===== src/design/hrm_pkg.sv =====
// ----------------------------------------------------------------------------
// HSV range mask package
// Shared widths, register codes and the divider step used by the pipeline.
// ----------------------------------------------------------------------------
package hrm_pkg;

  localparam int unsigned PIX_W         = 8;
  localparam int unsigned NUM_DIV_STEPS = 8;
  localparam int unsigned STEP_W        = $clog2(NUM_DIV_STEPS);
  localparam int unsigned QUO_W         = NUM_DIV_STEPS;
  localparam int unsigned NUM_W         = 17;
  localparam int unsigned DVS_W         = 9;
  localparam int unsigned UN_W          = 11;
  localparam int unsigned ADDR_W        = 5;
  localparam int unsigned DATA_W        = 32;

  localparam logic [PIX_W-1:0] HUE_WRAP = 8'd180;

  localparam logic [PIX_W-1:0] HUE_LOW_RST  = 8'd0;
  localparam logic [PIX_W-1:0] HUE_HIGH_RST = 8'd179;
  localparam logic [PIX_W-1:0] SAT_LOW_RST  = 8'd0;
  localparam logic [PIX_W-1:0] SAT_HIGH_RST = 8'd255;
  localparam logic [PIX_W-1:0] VAL_LOW_RST  = 8'd0;
  localparam logic [PIX_W-1:0] VAL_HIGH_RST = 8'd255;

  typedef enum logic [2:0] {
    REG_HUE_LOW  = 3'd0,
    REG_HUE_HIGH = 3'd1,
    REG_SAT_LOW  = 3'd2,
    REG_SAT_HIGH = 3'd3,
    REG_VAL_LOW  = 3'd4,
    REG_VAL_HIGH = 3'd5
  } reg_idx_e;

  // One division in flight: partial remainder, divisor and quotient so far.
  typedef struct packed {
    logic [NUM_W-1:0] rem;
    logic [DVS_W-1:0] dvs;
    logic [QUO_W-1:0] quo;
  } div_lane_t;

  // Everything a pixel carries through the divider stages.
  typedef struct packed {
    div_lane_t        sat;
    div_lane_t        hue;
    logic [PIX_W-1:0] val;
  } div_item_t;

  // One restoring step: settles quotient bit k.
  function automatic div_lane_t div_step(div_lane_t lane, logic [STEP_W-1:0] k);
    logic [NUM_W-1:0] trial;
    div_lane_t        res;
    trial = NUM_W'(lane.dvs) << k;
    res   = lane;
    if (lane.rem >= trial) begin
      res.rem    = lane.rem - trial;
      res.quo[k] = 1'b1;
    end
    return res;
  endfunction

endpackage


===== src/design/hrm_div_stage.sv =====
// ----------------------------------------------------------------------------
// HSV range mask divider stage
// Settles one quotient bit of both divisions and registers the pixel.
// ----------------------------------------------------------------------------
module hrm_div_stage (
  input  logic                          clk_i,
  input  logic                          rst_ni,
  input  logic [hrm_pkg::STEP_W-1:0]    step_i,
  input  logic                          valid_i,
  output logic                          ready_o,
  input  hrm_pkg::div_item_t            data_i,
  output logic                          valid_o,
  input  logic                          ready_i,
  output hrm_pkg::div_item_t            data_o
);

  logic               valid_q;
  hrm_pkg::div_item_t data_q;
  hrm_pkg::div_item_t data_d;

  assign ready_o = !valid_q || ready_i;

  always_comb begin
    data_d     = data_i;
    data_d.sat = hrm_pkg::div_step(data_i.sat, step_i);
    data_d.hue = hrm_pkg::div_step(data_i.hue, step_i);
  end

  always_ff @(posedge clk_i or negedge rst_ni) begin
    if (!rst_ni) begin
      valid_q <= 1'b0;
    end else if (ready_o) begin
      valid_q <= valid_i;
    end
  end

  always_ff @(posedge clk_i) begin
    if (ready_o && valid_i) begin
      data_q <= data_d;
    end
  end

  assign valid_o = valid_q;
  assign data_o  = data_q;

endmodule


===== src/design/hsv_range_mask.sv =====
// ----------------------------------------------------------------------------
// HSV range mask
// Converts a BGR pixel to 8-bit HSV and flags whether it lies inside a box.
// ----------------------------------------------------------------------------
// The block takes one BGR pixel per clock while the output side does not
// stall and returns its hue (half-degrees, 0 to 179), saturation and value
// together with a mask bit that is set when all three lie within the
// inclusive bounds held in six APB registers. The pipeline accepts a request
// in every cycle when the output side does not stall. In order, one stage
// finds the largest and smallest component and the hue offset, one forms the
// two dividends, eight stages each settle one quotient bit of the saturation
// and hue divisions side by side, and a last stage wraps the hue, checks the
// bounds and holds the result. Every stage has its own valid bit and only
// waits when the stage after it is full and stalled, so bubbles are squeezed
// out while the output is held. The bounds are read in the last stage and
// should only be written while no request is in the pipeline; pready is
// always high and reads return the stored value in the low byte.
module hsv_range_mask (
  input  logic                          clk_i,
  input  logic                          rst_ni,
  // Pixel requests.
  input  logic                          in_valid_i,
  output logic                          in_ready_o,
  input  logic [hrm_pkg::PIX_W-1:0]     blue_i,
  input  logic [hrm_pkg::PIX_W-1:0]     green_i,
  input  logic [hrm_pkg::PIX_W-1:0]     red_i,
  // Results.
  output logic                          out_valid_o,
  input  logic                          out_ready_i,
  output logic                          in_range_o,
  output logic [hrm_pkg::PIX_W-1:0]     hue_o,
  output logic [hrm_pkg::PIX_W-1:0]     saturation_o,
  output logic [hrm_pkg::PIX_W-1:0]     brightness_o,
  // Configuration port.
  input  logic                          psel,
  input  logic                          penable,
  input  logic                          pwrite,
  input  logic [hrm_pkg::ADDR_W-1:0]    paddr,
  input  logic [hrm_pkg::DATA_W-1:0]    pwdata,
  output logic [hrm_pkg::DATA_W-1:0]    prdata,
  output logic                          pready
);

  localparam int unsigned NS = hrm_pkg::NUM_DIV_STEPS;

  // --------------------------------------------------------------------------
  // Bound registers
  // --------------------------------------------------------------------------
  logic [hrm_pkg::PIX_W-1:0] hue_low_q, hue_high_q;
  logic [hrm_pkg::PIX_W-1:0] sat_low_q, sat_high_q;
  logic [hrm_pkg::PIX_W-1:0] val_low_q, val_high_q;
  logic                      cfg_wr;
  hrm_pkg::reg_idx_e         cfg_idx;

  assign pready  = 1'b1;
  assign cfg_wr  = psel && penable && pwrite && pready;
  assign cfg_idx = hrm_pkg::reg_idx_e'(paddr[hrm_pkg::ADDR_W-1:2]);

  always_ff @(posedge clk_i or negedge rst_ni) begin
    if (!rst_ni) begin
      hue_low_q  <= hrm_pkg::HUE_LOW_RST;
      hue_high_q <= hrm_pkg::HUE_HIGH_RST;
      sat_low_q  <= hrm_pkg::SAT_LOW_RST;
      sat_high_q <= hrm_pkg::SAT_HIGH_RST;
      val_low_q  <= hrm_pkg::VAL_LOW_RST;
      val_high_q <= hrm_pkg::VAL_HIGH_RST;
    end else if (cfg_wr) begin
      case (cfg_idx)
        hrm_pkg::REG_HUE_LOW:  hue_low_q  <= pwdata[hrm_pkg::PIX_W-1:0];
        hrm_pkg::REG_HUE_HIGH: hue_high_q <= pwdata[hrm_pkg::PIX_W-1:0];
        hrm_pkg::REG_SAT_LOW:  sat_low_q  <= pwdata[hrm_pkg::PIX_W-1:0];
        hrm_pkg::REG_SAT_HIGH: sat_high_q <= pwdata[hrm_pkg::PIX_W-1:0];
        hrm_pkg::REG_VAL_LOW:  val_low_q  <= pwdata[hrm_pkg::PIX_W-1:0];
        hrm_pkg::REG_VAL_HIGH: val_high_q <= pwdata[hrm_pkg::PIX_W-1:0];
        default: begin
        end
      endcase
    end
  end

  always_comb begin
    prdata = '0;
    case (cfg_idx)
      hrm_pkg::REG_HUE_LOW:  prdata[hrm_pkg::PIX_W-1:0] = hue_low_q;
      hrm_pkg::REG_HUE_HIGH: prdata[hrm_pkg::PIX_W-1:0] = hue_high_q;
      hrm_pkg::REG_SAT_LOW:  prdata[hrm_pkg::PIX_W-1:0] = sat_low_q;
      hrm_pkg::REG_SAT_HIGH: prdata[hrm_pkg::PIX_W-1:0] = sat_high_q;
      hrm_pkg::REG_VAL_LOW:  prdata[hrm_pkg::PIX_W-1:0] = val_low_q;
      hrm_pkg::REG_VAL_HIGH: prdata[hrm_pkg::PIX_W-1:0] = val_high_q;
      default:               prdata = '0;
    endcase
  end

  // --------------------------------------------------------------------------
  // Stage A: largest and smallest component, and the hue numerator in units
  // of 30/diff half-degrees, already brought into the non-negative range.
  // --------------------------------------------------------------------------
  logic                       a_valid_q, a_ready;
  logic [hrm_pkg::PIX_W-1:0]  a_mx_q, a_diff_q;
  logic [hrm_pkg::UN_W-1:0]   a_un_q;
  logic [hrm_pkg::PIX_W-1:0]  mx_d, mn_d, diff_d;
  logic signed [11:0]         n_d, diff_s;
  logic [hrm_pkg::UN_W-1:0]   un_d;
  logic                       b_ready;

  always_comb begin
    mx_d = red_i;
    mn_d = red_i;
    if (green_i > mx_d) mx_d = green_i;
    if (blue_i > mx_d)  mx_d = blue_i;
    if (green_i < mn_d) mn_d = green_i;
    if (blue_i < mn_d)  mn_d = blue_i;
    diff_d = mx_d - mn_d;
    diff_s = $signed({4'd0, diff_d});

    // Red wins a tie for the largest, then green.
    if (mx_d == red_i) begin
      n_d = $signed({4'd0, green_i}) - $signed({4'd0, blue_i});
    end else if (mx_d == green_i) begin
      n_d = $signed({4'd0, blue_i}) - $signed({4'd0, red_i}) + (diff_s <<< 1);
    end else begin
      n_d = $signed({4'd0, red_i}) - $signed({4'd0, green_i}) + (diff_s <<< 2);
    end
    if (n_d < 0) begin
      n_d = n_d + (diff_s <<< 2) + (diff_s <<< 1);
    end
    un_d = n_d[hrm_pkg::UN_W-1:0];
  end

  assign a_ready    = !a_valid_q || b_ready;
  assign in_ready_o = a_ready;

  always_ff @(posedge clk_i or negedge rst_ni) begin
    if (!rst_ni) begin
      a_valid_q <= 1'b0;
    end else if (a_ready) begin
      a_valid_q <= in_valid_i;
    end
  end

  always_ff @(posedge clk_i) begin
    if (a_ready && in_valid_i) begin
      a_mx_q   <= mx_d;
      a_diff_q <= diff_d;
      a_un_q   <= un_d;
    end
  end

  // --------------------------------------------------------------------------
  // Stage B: dividends and divisors. Both rounded divisions are written as
  // (2*a + b) / (2*b). A zero divisor only occurs with a zero dividend, and
  // is replaced by one so that the quotient comes out as zero.
  // --------------------------------------------------------------------------
  logic                 b_valid_q;
  hrm_pkg::div_item_t   b_item_q, b_item_d;
  logic [NS:0]          dv_valid;
  logic [NS:0]          dv_ready;
  hrm_pkg::div_item_t   dv_data [NS+1];

  always_comb begin
    b_item_d.sat.rem = hrm_pkg::NUM_W'(a_diff_q) * hrm_pkg::NUM_W'(510)
                       + hrm_pkg::NUM_W'(a_mx_q);
    b_item_d.sat.dvs = (a_mx_q == '0) ? hrm_pkg::DVS_W'(1) : {a_mx_q, 1'b0};
    b_item_d.sat.quo = '0;
    b_item_d.hue.rem = hrm_pkg::NUM_W'(a_un_q) * hrm_pkg::NUM_W'(60)
                       + hrm_pkg::NUM_W'(a_diff_q);
    b_item_d.hue.dvs = (a_diff_q == '0) ? hrm_pkg::DVS_W'(1) : {a_diff_q, 1'b0};
    b_item_d.hue.quo = '0;
    b_item_d.val     = a_mx_q;
  end

  assign b_ready = !b_valid_q || dv_ready[0];

  always_ff @(posedge clk_i or negedge rst_ni) begin
    if (!rst_ni) begin
      b_valid_q <= 1'b0;
    end else if (b_ready) begin
      b_valid_q <= a_valid_q;
    end
  end

  always_ff @(posedge clk_i) begin
    if (b_ready && a_valid_q) begin
      b_item_q <= b_item_d;
    end
  end

  // --------------------------------------------------------------------------
  // Divider stages, most significant quotient bit first.
  // --------------------------------------------------------------------------
  assign dv_valid[0] = b_valid_q;
  assign dv_data[0]  = b_item_q;

  for (genvar i = 0; i < NS; i++) begin : g_div
    hrm_div_stage u_stage (
      .clk_i   (clk_i),
      .rst_ni  (rst_ni),
      .step_i  (hrm_pkg::STEP_W'(NS - 1 - i)),
      .valid_i (dv_valid[i]),
      .ready_o (dv_ready[i]),
      .data_i  (dv_data[i]),
      .valid_o (dv_valid[i+1]),
      .ready_i (dv_ready[i+1]),
      .data_o  (dv_data[i+1])
    );
  end

  // --------------------------------------------------------------------------
  // Stage C: hue wrap, bound checks and the output register.
  // --------------------------------------------------------------------------
  logic                      out_valid_q;
  logic                      c_ready;
  logic                      in_range_q, in_range_d;
  logic [hrm_pkg::PIX_W-1:0] hue_q, hue_d, sat_q, sat_d, val_q, val_d;

  always_comb begin
    hue_d = dv_data[NS].hue.quo;
    if (hue_d >= hrm_pkg::HUE_WRAP) begin
      hue_d = hue_d - hrm_pkg::HUE_WRAP;
    end
    sat_d      = dv_data[NS].sat.quo;
    val_d      = dv_data[NS].val;
    in_range_d = (hue_low_q <= hue_d) && (hue_d <= hue_high_q) &&
                 (sat_low_q <= sat_d) && (sat_d <= sat_high_q) &&
                 (val_low_q <= val_d) && (val_d <= val_high_q);
  end

  assign c_ready      = !out_valid_q || out_ready_i;
  assign dv_ready[NS] = c_ready;

  always_ff @(posedge clk_i or negedge rst_ni) begin
    if (!rst_ni) begin
      out_valid_q <= 1'b0;
    end else if (c_ready) begin
      out_valid_q <= dv_valid[NS];
    end
  end

  always_ff @(posedge clk_i) begin
    if (c_ready && dv_valid[NS]) begin
      in_range_q <= in_range_d;
      hue_q      <= hue_d;
      sat_q      <= sat_d;
      val_q      <= val_d;
    end
  end

  assign out_valid_o  = out_valid_q;
  assign in_range_o   = in_range_q;
  assign hue_o        = hue_q;
  assign saturation_o = sat_q;
  assign brightness_o = val_q;

  // --------------------------------------------------------------------------
  // Assertions
  // --------------------------------------------------------------------------
  // The divisions must be complete after the last step.
  a_sat_rem_done : assert property (@(posedge clk_i) disable iff (!rst_ni)
    dv_valid[NS] |-> (dv_data[NS].sat.rem < hrm_pkg::NUM_W'(dv_data[NS].sat.dvs)))
    else $error("saturation remainder not below divisor after last step");

  a_hue_rem_done : assert property (@(posedge clk_i) disable iff (!rst_ni)
    dv_valid[NS] |-> (dv_data[NS].hue.rem < hrm_pkg::NUM_W'(dv_data[NS].hue.dvs)))
    else $error("hue remainder not below divisor after last step");

  // The wrapped hue stays on the half-degree scale.
  a_hue_scale : assert property (@(posedge clk_i) disable iff (!rst_ni)
    out_valid_o |-> (hue_o < hrm_pkg::HUE_WRAP))
    else $error("hue result outside 0 to 179");

  // Zero saturation means a grey pixel, whose hue is zero.
  a_grey_hue : assert property (@(posedge clk_i) disable iff (!rst_ni)
    (out_valid_o && (saturation_o == '0)) |-> (hue_o == '0))
    else $error("grey pixel with non-zero hue");

endmodule


===== config.mk =====
export PLATFORM = sky130hd
export DESIGN_NAME = hsv_range_mask
export DESIGN_NICKNAME = d
export VERILOG_FILES = /design/src/design/hrm_pkg.sv /design/src/design/hrm_div_stage.sv /design/src/design/hsv_range_mask.sv
export SDC_FILE = /design/constraint.sdc
export NUM_CORES = 1
export LEC_CHECK = 0
export BUFFER_PORTS_ARGS = -buffer_cell sky130_fd_sc_hd__buf_2
export CORE_MARGIN = 5
export CORE_UTILIZATION = 58
export DETAILED_ROUTE_END_ITERATION = 10
export GPL_TIMING_DRIVEN = 0
export MAX_ROUTING_LAYER = met4
export PLACE_DENSITY = 0.78
export SKIP_CTS_REPAIR_TIMING = 1
export SYNTH_ARGS = -nofsm -noshare
export SYNTH_HDL_FRONTEND = slang
export SYNTH_SLANG_ARGS = --single-unit

===== constraint.sdc =====
create_clock -name clk_i -period 15.64 [get_ports clk_i]
set_clock_uncertainty 0.1 [all_clocks]
set_input_delay 0.782 -clock clk_i [delete_from_list [all_inputs] [get_ports clk_i]]
set_output_delay 0.782 -clock clk_i [all_outputs]
set_load 0.01 [all_outputs]

* Word level (Yosys, flattened, before mapping)
Cells that the tools add are included.
** Storage, ports and cells
- RAM bits :: 0
- Memories kept :: 0
- Bits in latches :: 0
- Input port bits :: 68
- Output and inout port bits :: 60
- Bits in read-only memories :: 0
- Logic and storage cells :: 235
- Flip-flop bits (word level) :: 727
** Operators by class
- Equality and inequality tests :: 7
- Muxes and demuxes :: 25
- Shift operators :: 0
- Reductions and logical operators :: 49
- Add/subtract/negate cells :: 25
- Bitwise logic cells :: 0
- Multipliers :: 2
- Divide/modulo/power cells :: 0
- Order comparisons :: 28
** Operators by type and width (number)
- 2-to-1 mux 17 bit :: 14
- less-or-equal comparator 8 bit :: 6
- case mux 8 bit (6 select lines) :: 1
- 2-to-1 mux 8 bit :: 5
- adder 17 x 8 -> 17 bit :: 2
- >= comparator 17 x 10 -> 1 bit :: 2
- >= comparator 17 x 11 -> 1 bit :: 2
- >= comparator 17 x 12 -> 1 bit :: 2
- >= comparator 17 x 13 -> 1 bit :: 2
- >= comparator 17 x 14 -> 1 bit :: 2
- >= comparator 17 x 15 -> 1 bit :: 2
- >= comparator 17 x 16 -> 1 bit :: 2
- >= comparator 17 x 9 -> 1 bit :: 2
- subtractor 17 x 10 -> 17 bit :: 2
- subtractor 17 x 11 -> 17 bit :: 2
- subtractor 17 x 12 -> 17 bit :: 2
- subtractor 17 x 13 -> 17 bit :: 2
- subtractor 17 x 14 -> 17 bit :: 2
- subtractor 17 x 15 -> 17 bit :: 2
- subtractor 17 x 16 -> 17 bit :: 2
- subtractor 8 x 8 -> 9 bit :: 3
- 2-to-1 mux 12 bit :: 2
- logical AND 1 bit :: 18
- == test 8 bit :: 2
- 22 further kinds :: 53

* Depth between registers and ports, before layout
- Depth in word-level cells :: 13
- Mapped depth :: 45
- Depth with buffers taken out :: 42

* Cells and area by module
A second synthesis with hierarchy kept.
** Unflattened totals
- Cells, all modules :: 5440
- Area, all modules :: 56420.4 um2
** Modules (own cells, without submodules)
- hrm_div_stage (g_div[0].u_stage ...) :: cells each 501, times used 5, area each 5172.5 um2, sequential area each 2307.2 um2
- hsv_range_mask :: cells each 1441, times used 1, area each 14680.3 um2, sequential area each 4635.7 um2
- hrm_div_stage (g_div[7].u_stage) :: cells each 519, times used 1, area each 5431.5 um2, sequential area each 2307.2 um2
- hrm_div_stage (g_div[1].u_stage) :: cells each 503, times used 1, area each 5336.4 um2, sequential area each 2307.2 um2
- hrm_div_stage (g_div[2].u_stage) :: cells each 472, times used 1, area each 5109.9 um2, sequential area each 2307.2 um2

* Worst setup path after synthesis
Ideal clock, no wire load.
- Kind :: input to register
- From :: input green_i[7] (netlist name)
- To :: register a_un_q[10] (netlist name) (data pin)
- Required time :: 15.264 ns
- Buffers on the path :: 3
- Stages :: 40
- Data arrival time :: 8.612 ns
- Setup time :: 0.276 ns
- Setup slack :: 6.651 ns
- Cell sequence :: inv_1 > ha_1 > and3_1 > a221oi_2 > a21o_1 > buf_2 > buf_1 > nor2_1 > a21oi_1 > ha_1 > a211oi_1 > o21bai_1 > nor4_1 > mux2i_1 > nand2_1 > buf_2 > mux2_2 > ha_1 > (+4 left out) > xnor2_1 > ha_1 > o21ai_0 > nand2b_1 > a21o_1 > a21oi_1 > or3_1 > fa_1 > inv_1 > ha_1 > a21o_1 > a21oi_1 > xor2_1 > nor2b_1 > a21oi_1 > o21ai_0 > nand2b_1 > a31oi_1
** On the way
- Longest elaborated chain between the ends :: 11
- Elaborated cells between the ends (all ways) :: 21
- Classes of those cells :: add/sub: 7; order compare: 5; eq/ne: 2; mux: 7
** RTL lines
- start: declaration :: RTL line hsv_range_mask.sv:25 : input logic [hrm_pkg::PIX_W-1:0] green_i,
- greater-than comparator 8 bit / < comparator 8 bit (equally long branches) :: RTL line hsv_range_mask.sv:109, hsv_range_mask.sv:111
- 2-to-1 mux 8 bit, on equally long branches :: RTL line hsv_range_mask.sv:109, hsv_range_mask.sv:111
- greater-than comparator 8 bit / < comparator 8 bit (equally long branches) :: RTL line hsv_range_mask.sv:110, hsv_range_mask.sv:112
- 2-to-1 mux 8 bit, on equally long branches :: RTL line hsv_range_mask.sv:110, hsv_range_mask.sv:112
- subtractor 8 bit * :: RTL line hsv_range_mask.sv:113 : diff_d = mx_d - mn_d;
- named net diff_d (one bit) :: RTL line hsv_range_mask.sv:101 : logic [hrm_pkg::PIX_W-1:0] mx_d, mn_d, diff_d;
- adder 9 x 11 -> 12 bit / adder 9 x 10 -> 11 bit (equally long branches) :: RTL line hsv_range_mask.sv:122, hsv_range_mask.sv:120
- 2-to-1 mux 12 bit :: RTL line hsv_range_mask.sv:119 : end else if (mx_d == green_i) begin
- 2-to-1 mux 12 bit :: RTL line hsv_range_mask.sv:117 : if (mx_d == red_i) begin
- adder 11 bit :: RTL line hsv_range_mask.sv:125 : n_d = n_d + (diff_s <<< 2) + (diff_s <<< 1);
- adder 11 x 10 -> 11 bit :: RTL line hsv_range_mask.sv:125
- 2-to-1 mux 11 bit * :: RTL line hsv_range_mask.sv:124 : if (n_d < 0) begin
- named net n_d[10] :: RTL line hsv_range_mask.sv:102 : logic signed [11:0] n_d, diff_s;
- end signal: assignment :: RTL line hsv_range_mask.sv:145 : a_un_q <= un_d;
- end: declaration :: RTL line hsv_range_mask.sv:100 : logic [hrm_pkg::UN_W-1:0] a_un_q;
The timed path passes the listed nets; every way through them passes the cells marked *.
A chain may end at the register's enable or synchronous reset.

* Worst setup path in the final report
- From :: input green_i[6] (netlist name)
- To :: register a_un_q[10] (netlist name) (data pin)
The elaborated chain is that of the path after synthesis.

==> key figures <==
Outcome
  – Outcome: completed

Clock network
  – TritonCTS clock tree: yes
  – Clock root buffer: sky130_fd_sc_hd__clkbuf_16
  – H-tree Lvls: 3
  – Clock latency on the worst-skew pair: 0.59 ns
  – Sinks on Clock Net: 663
  – Clock-pin slew of the registers on the worst-case setup and hold paths: 0.06 ns
  – Number of buffers added by the clock tree synthesis step: 69
  – Clock buffer depth: 3

Routing
  – Highest routed layer: met4
  – Routed wl met3: 3220 µm
  – Overall via count from detail_route: 23700
  – Met2 WL: 35800 µm
  – Count of routing violations after the opening detailed-route iteration: 1466
  – Wire length reported by the detailed router: 69300 µm
  – Via density per instance: 5.45
  – Met1 layer wirelength in the final routing: 28100 µm
  – Router iterations before antenna repair: 6
  – Final routed wire length divided by cell count: 15.9 µm
  – Remaining antenna violation count: 0
  – Final routed DRC violation total: 0

GRT
  – Initial antenna violation count: 0
  – Via count of the first global-routing pass: 23700
  – Global-route wire length before repair: 115000 µm
  – Gr ovfl total: 0
  – Overall track demand over capacity in global routing: 20.4%
  – Pin count of the biggest net entering global routing: 72

Floorplanning
  – Vertical die dimension: 266 µm
  – I/O pin cnt: 128
  – Horizontal die dimension: 266 µm
  – Std-Cell Core Area: 0.0654 mm²
  – Row cnt: 94
  – Total die area: 0.0708 mm²
  – Starting utilization of the core area: 58.2%

Synth
  – Unique masters post-synth: 85
  – Synthesized area per cell: 11.7 µm²
  – Number of flops mapped to enable cells by yosys: 604
  – Count of state elements after synthesis: 663
  – Synthesized area: 0.0381 mm²
  – Total of warnings raised by yosys: 0
  – Ys async rst share: 8.90%
  – Prevailing post-synth register cell: sky130_fd_sc_hd__edfxtp_1
  – Share of the yosys chip area belonging to registers: 51.6%
  – Synthesized netlist cell count: 3248

Layout
  – Number of flip-flops in the largest register: 493
  – Number of nets in the layout: 3910
  – Antenna Diode Count: 0
  – Leading cell type in the layout, fill and taps excluded: sky130_fd_sc_hd__edfxtp_1
  – Commonest cells after routing, fill and taps aside: sky130_fd_sc_hd__edfxtp_1 (604), sky130_fd_sc_hd__inv_1 (409), sky130_fd_sc_hd__ha_1 (337)
  – Share of cells above drive strength 1: 8.99%
  – Growth of design area from synthesis to finish: 10.7%

Setup path
  – Cell with the biggest individual delay on the critical path: sky130_fd_sc_hd__a221oi_2
  – Highest fanout seen on the critical path: 10
  – Kind of cell adding the most delay to the critical path: compound AO/OA/AOI/OAI gates
  – Setup Crit Path Kind: in -> reg
  – Data arrival time of the worst path: 10.67 ns
  – Critical path data required time: 15.84 ns
  – Worst stage delay on the critical path: 0.62 ns
  – Number of buffer and inverter instances along the worst setup path: 5
  – Flop-to-flop setup slack: 10.41 ns
  – Setup crit end kind: register
  – Cell mode on critical path: sky130_fd_sc_hd__ha_1
  – Worst Setup Start Kind: input port

STA
  – Final hold slack: 0.154 ns
  – Minimum period implied by the final worst setup slack: 10.47 ns
  – Final count of pins violating max slew: 0
  – Ratio of final minimum period to clock period: 66.9%
  – Total setup violations reported at the end of the flow: 0
  – RSZ-0062 raised after global routing: no
  – Highest attainable clock frequency: 0.0955 GHz
  – Total negative setup slack: 0 ns
  – Actual slew at the worst max-slew pin: 1.33 ns
  – Max-slew headroom: 11.1%
  – Final hold violations: 0

Hold path
  – Classification of the worst-slack hold path: in -> async

Placement
  – Global placement routability congestion: 0.936
  – Detailed-placement wirelength estimate: 53500 µm
  – Count of buffers inserted at the top-level ports: 75

Job
  – MaxCap Viol Count: 0
cell type report:
cell class	count	area, µm²
timing repair buffer	86	608
buffer	79	397
clock buffer	88	1870
clock inverter	37	360
multi-input combinational	2119	16600
tap	864	1080
inverter	410	1540
sequential	663	19600
fill	4846	23300
synth_stat cells, drive strengths merged (5+ instances only):
cell	n	area, µm²
a2111oi	5	43.8
nor2	186	701
a22oi	8	60.1
nand3b	10	75.1
or2	7	43.8
nor4	26	163
fa	77	1540
nand2	127	479
xnor2	149	1310
nand4	25	156
o21ai	161	810
o21a	17	128
a21boi	10	75.1
mux2i	33	350
o221ai	5	43.8
a31oi	9	56.3
buf	36	235
o211ai	9	67.6
and2	15	93.8
nand4b	16	140
o31ai	7	52.6
dfstp	21	552
or3	10	62.6
ha	337	4220
or4	12	90.1
xor2	90	788
edfxtp	604	18100
a211oi	22	170
a221oi	5	50.0
o22ai	5	31.3
mux2	48	556
inv	409	1540
clkbuf	43	161
nor3	46	246
nand3	58	290
a21o	107	803
nand2b	88	551
and3	11	68.8
dfrtp	38	951
a21oi	214	1080
nor2b	63	394
o21bai	37	278
per-stage QoR:
stage / util [%] / instances / instance area, µm² / setup slack, ns
global placement: 60.6 / 4210 / 39600 / 4.77
finish: 64.4 / 4346 / 42100 / 5.17
floorplan: - / 3271 / 38100 / 6.65
detailed placement: 61.0 / 4221 / 39900 / 4.62
global route: 64.4 / 4346 / 42100 / 4.37
CTS: 64.4 / 4346 / 42100 / 5.24
metal layers:
layer | GRT usage (%) | vias to the layer above
met3 | 2.76 | 144
li1 | - | 11900
met5 | - | -
met2 | 36.0 | 562
met1 | 24.2 | 11100
met4 | 6.69 | 0
final timing paths:
kind                                              from                          end  depth (start not counted)
max                                         green_i[6]                   a_un_q[10]                         46
min                                             rst_ni                 sat_low_q[1]                          1
max reg2reg                                a_diff_q[3]                 b_item_q[75]                         17
min reg2reg                g_div[2].u_stage.data_o[15]  g_div[3].u_stage.data_o[15]                          0
max in group asynchronous                       rst_ni     g_div[5].u_stage.valid_o                          1
min in group clk_i         g_div[2].u_stage.data_o[15]  g_div[3].u_stage.data_o[15]                          0
cells by family after synthesis:
family	share of synthesized area (%)
flops	51.6
other cells	0.0197
xor+xnor	5.56
buf+inv	5.09
compound gates	10.6
fa+ha+maj	15.1
mux	2.44
simple gates	9.54
Power is not shown: default switching activity piles up to over one toggle a cycle in this logic, so the estimate is an artifact.
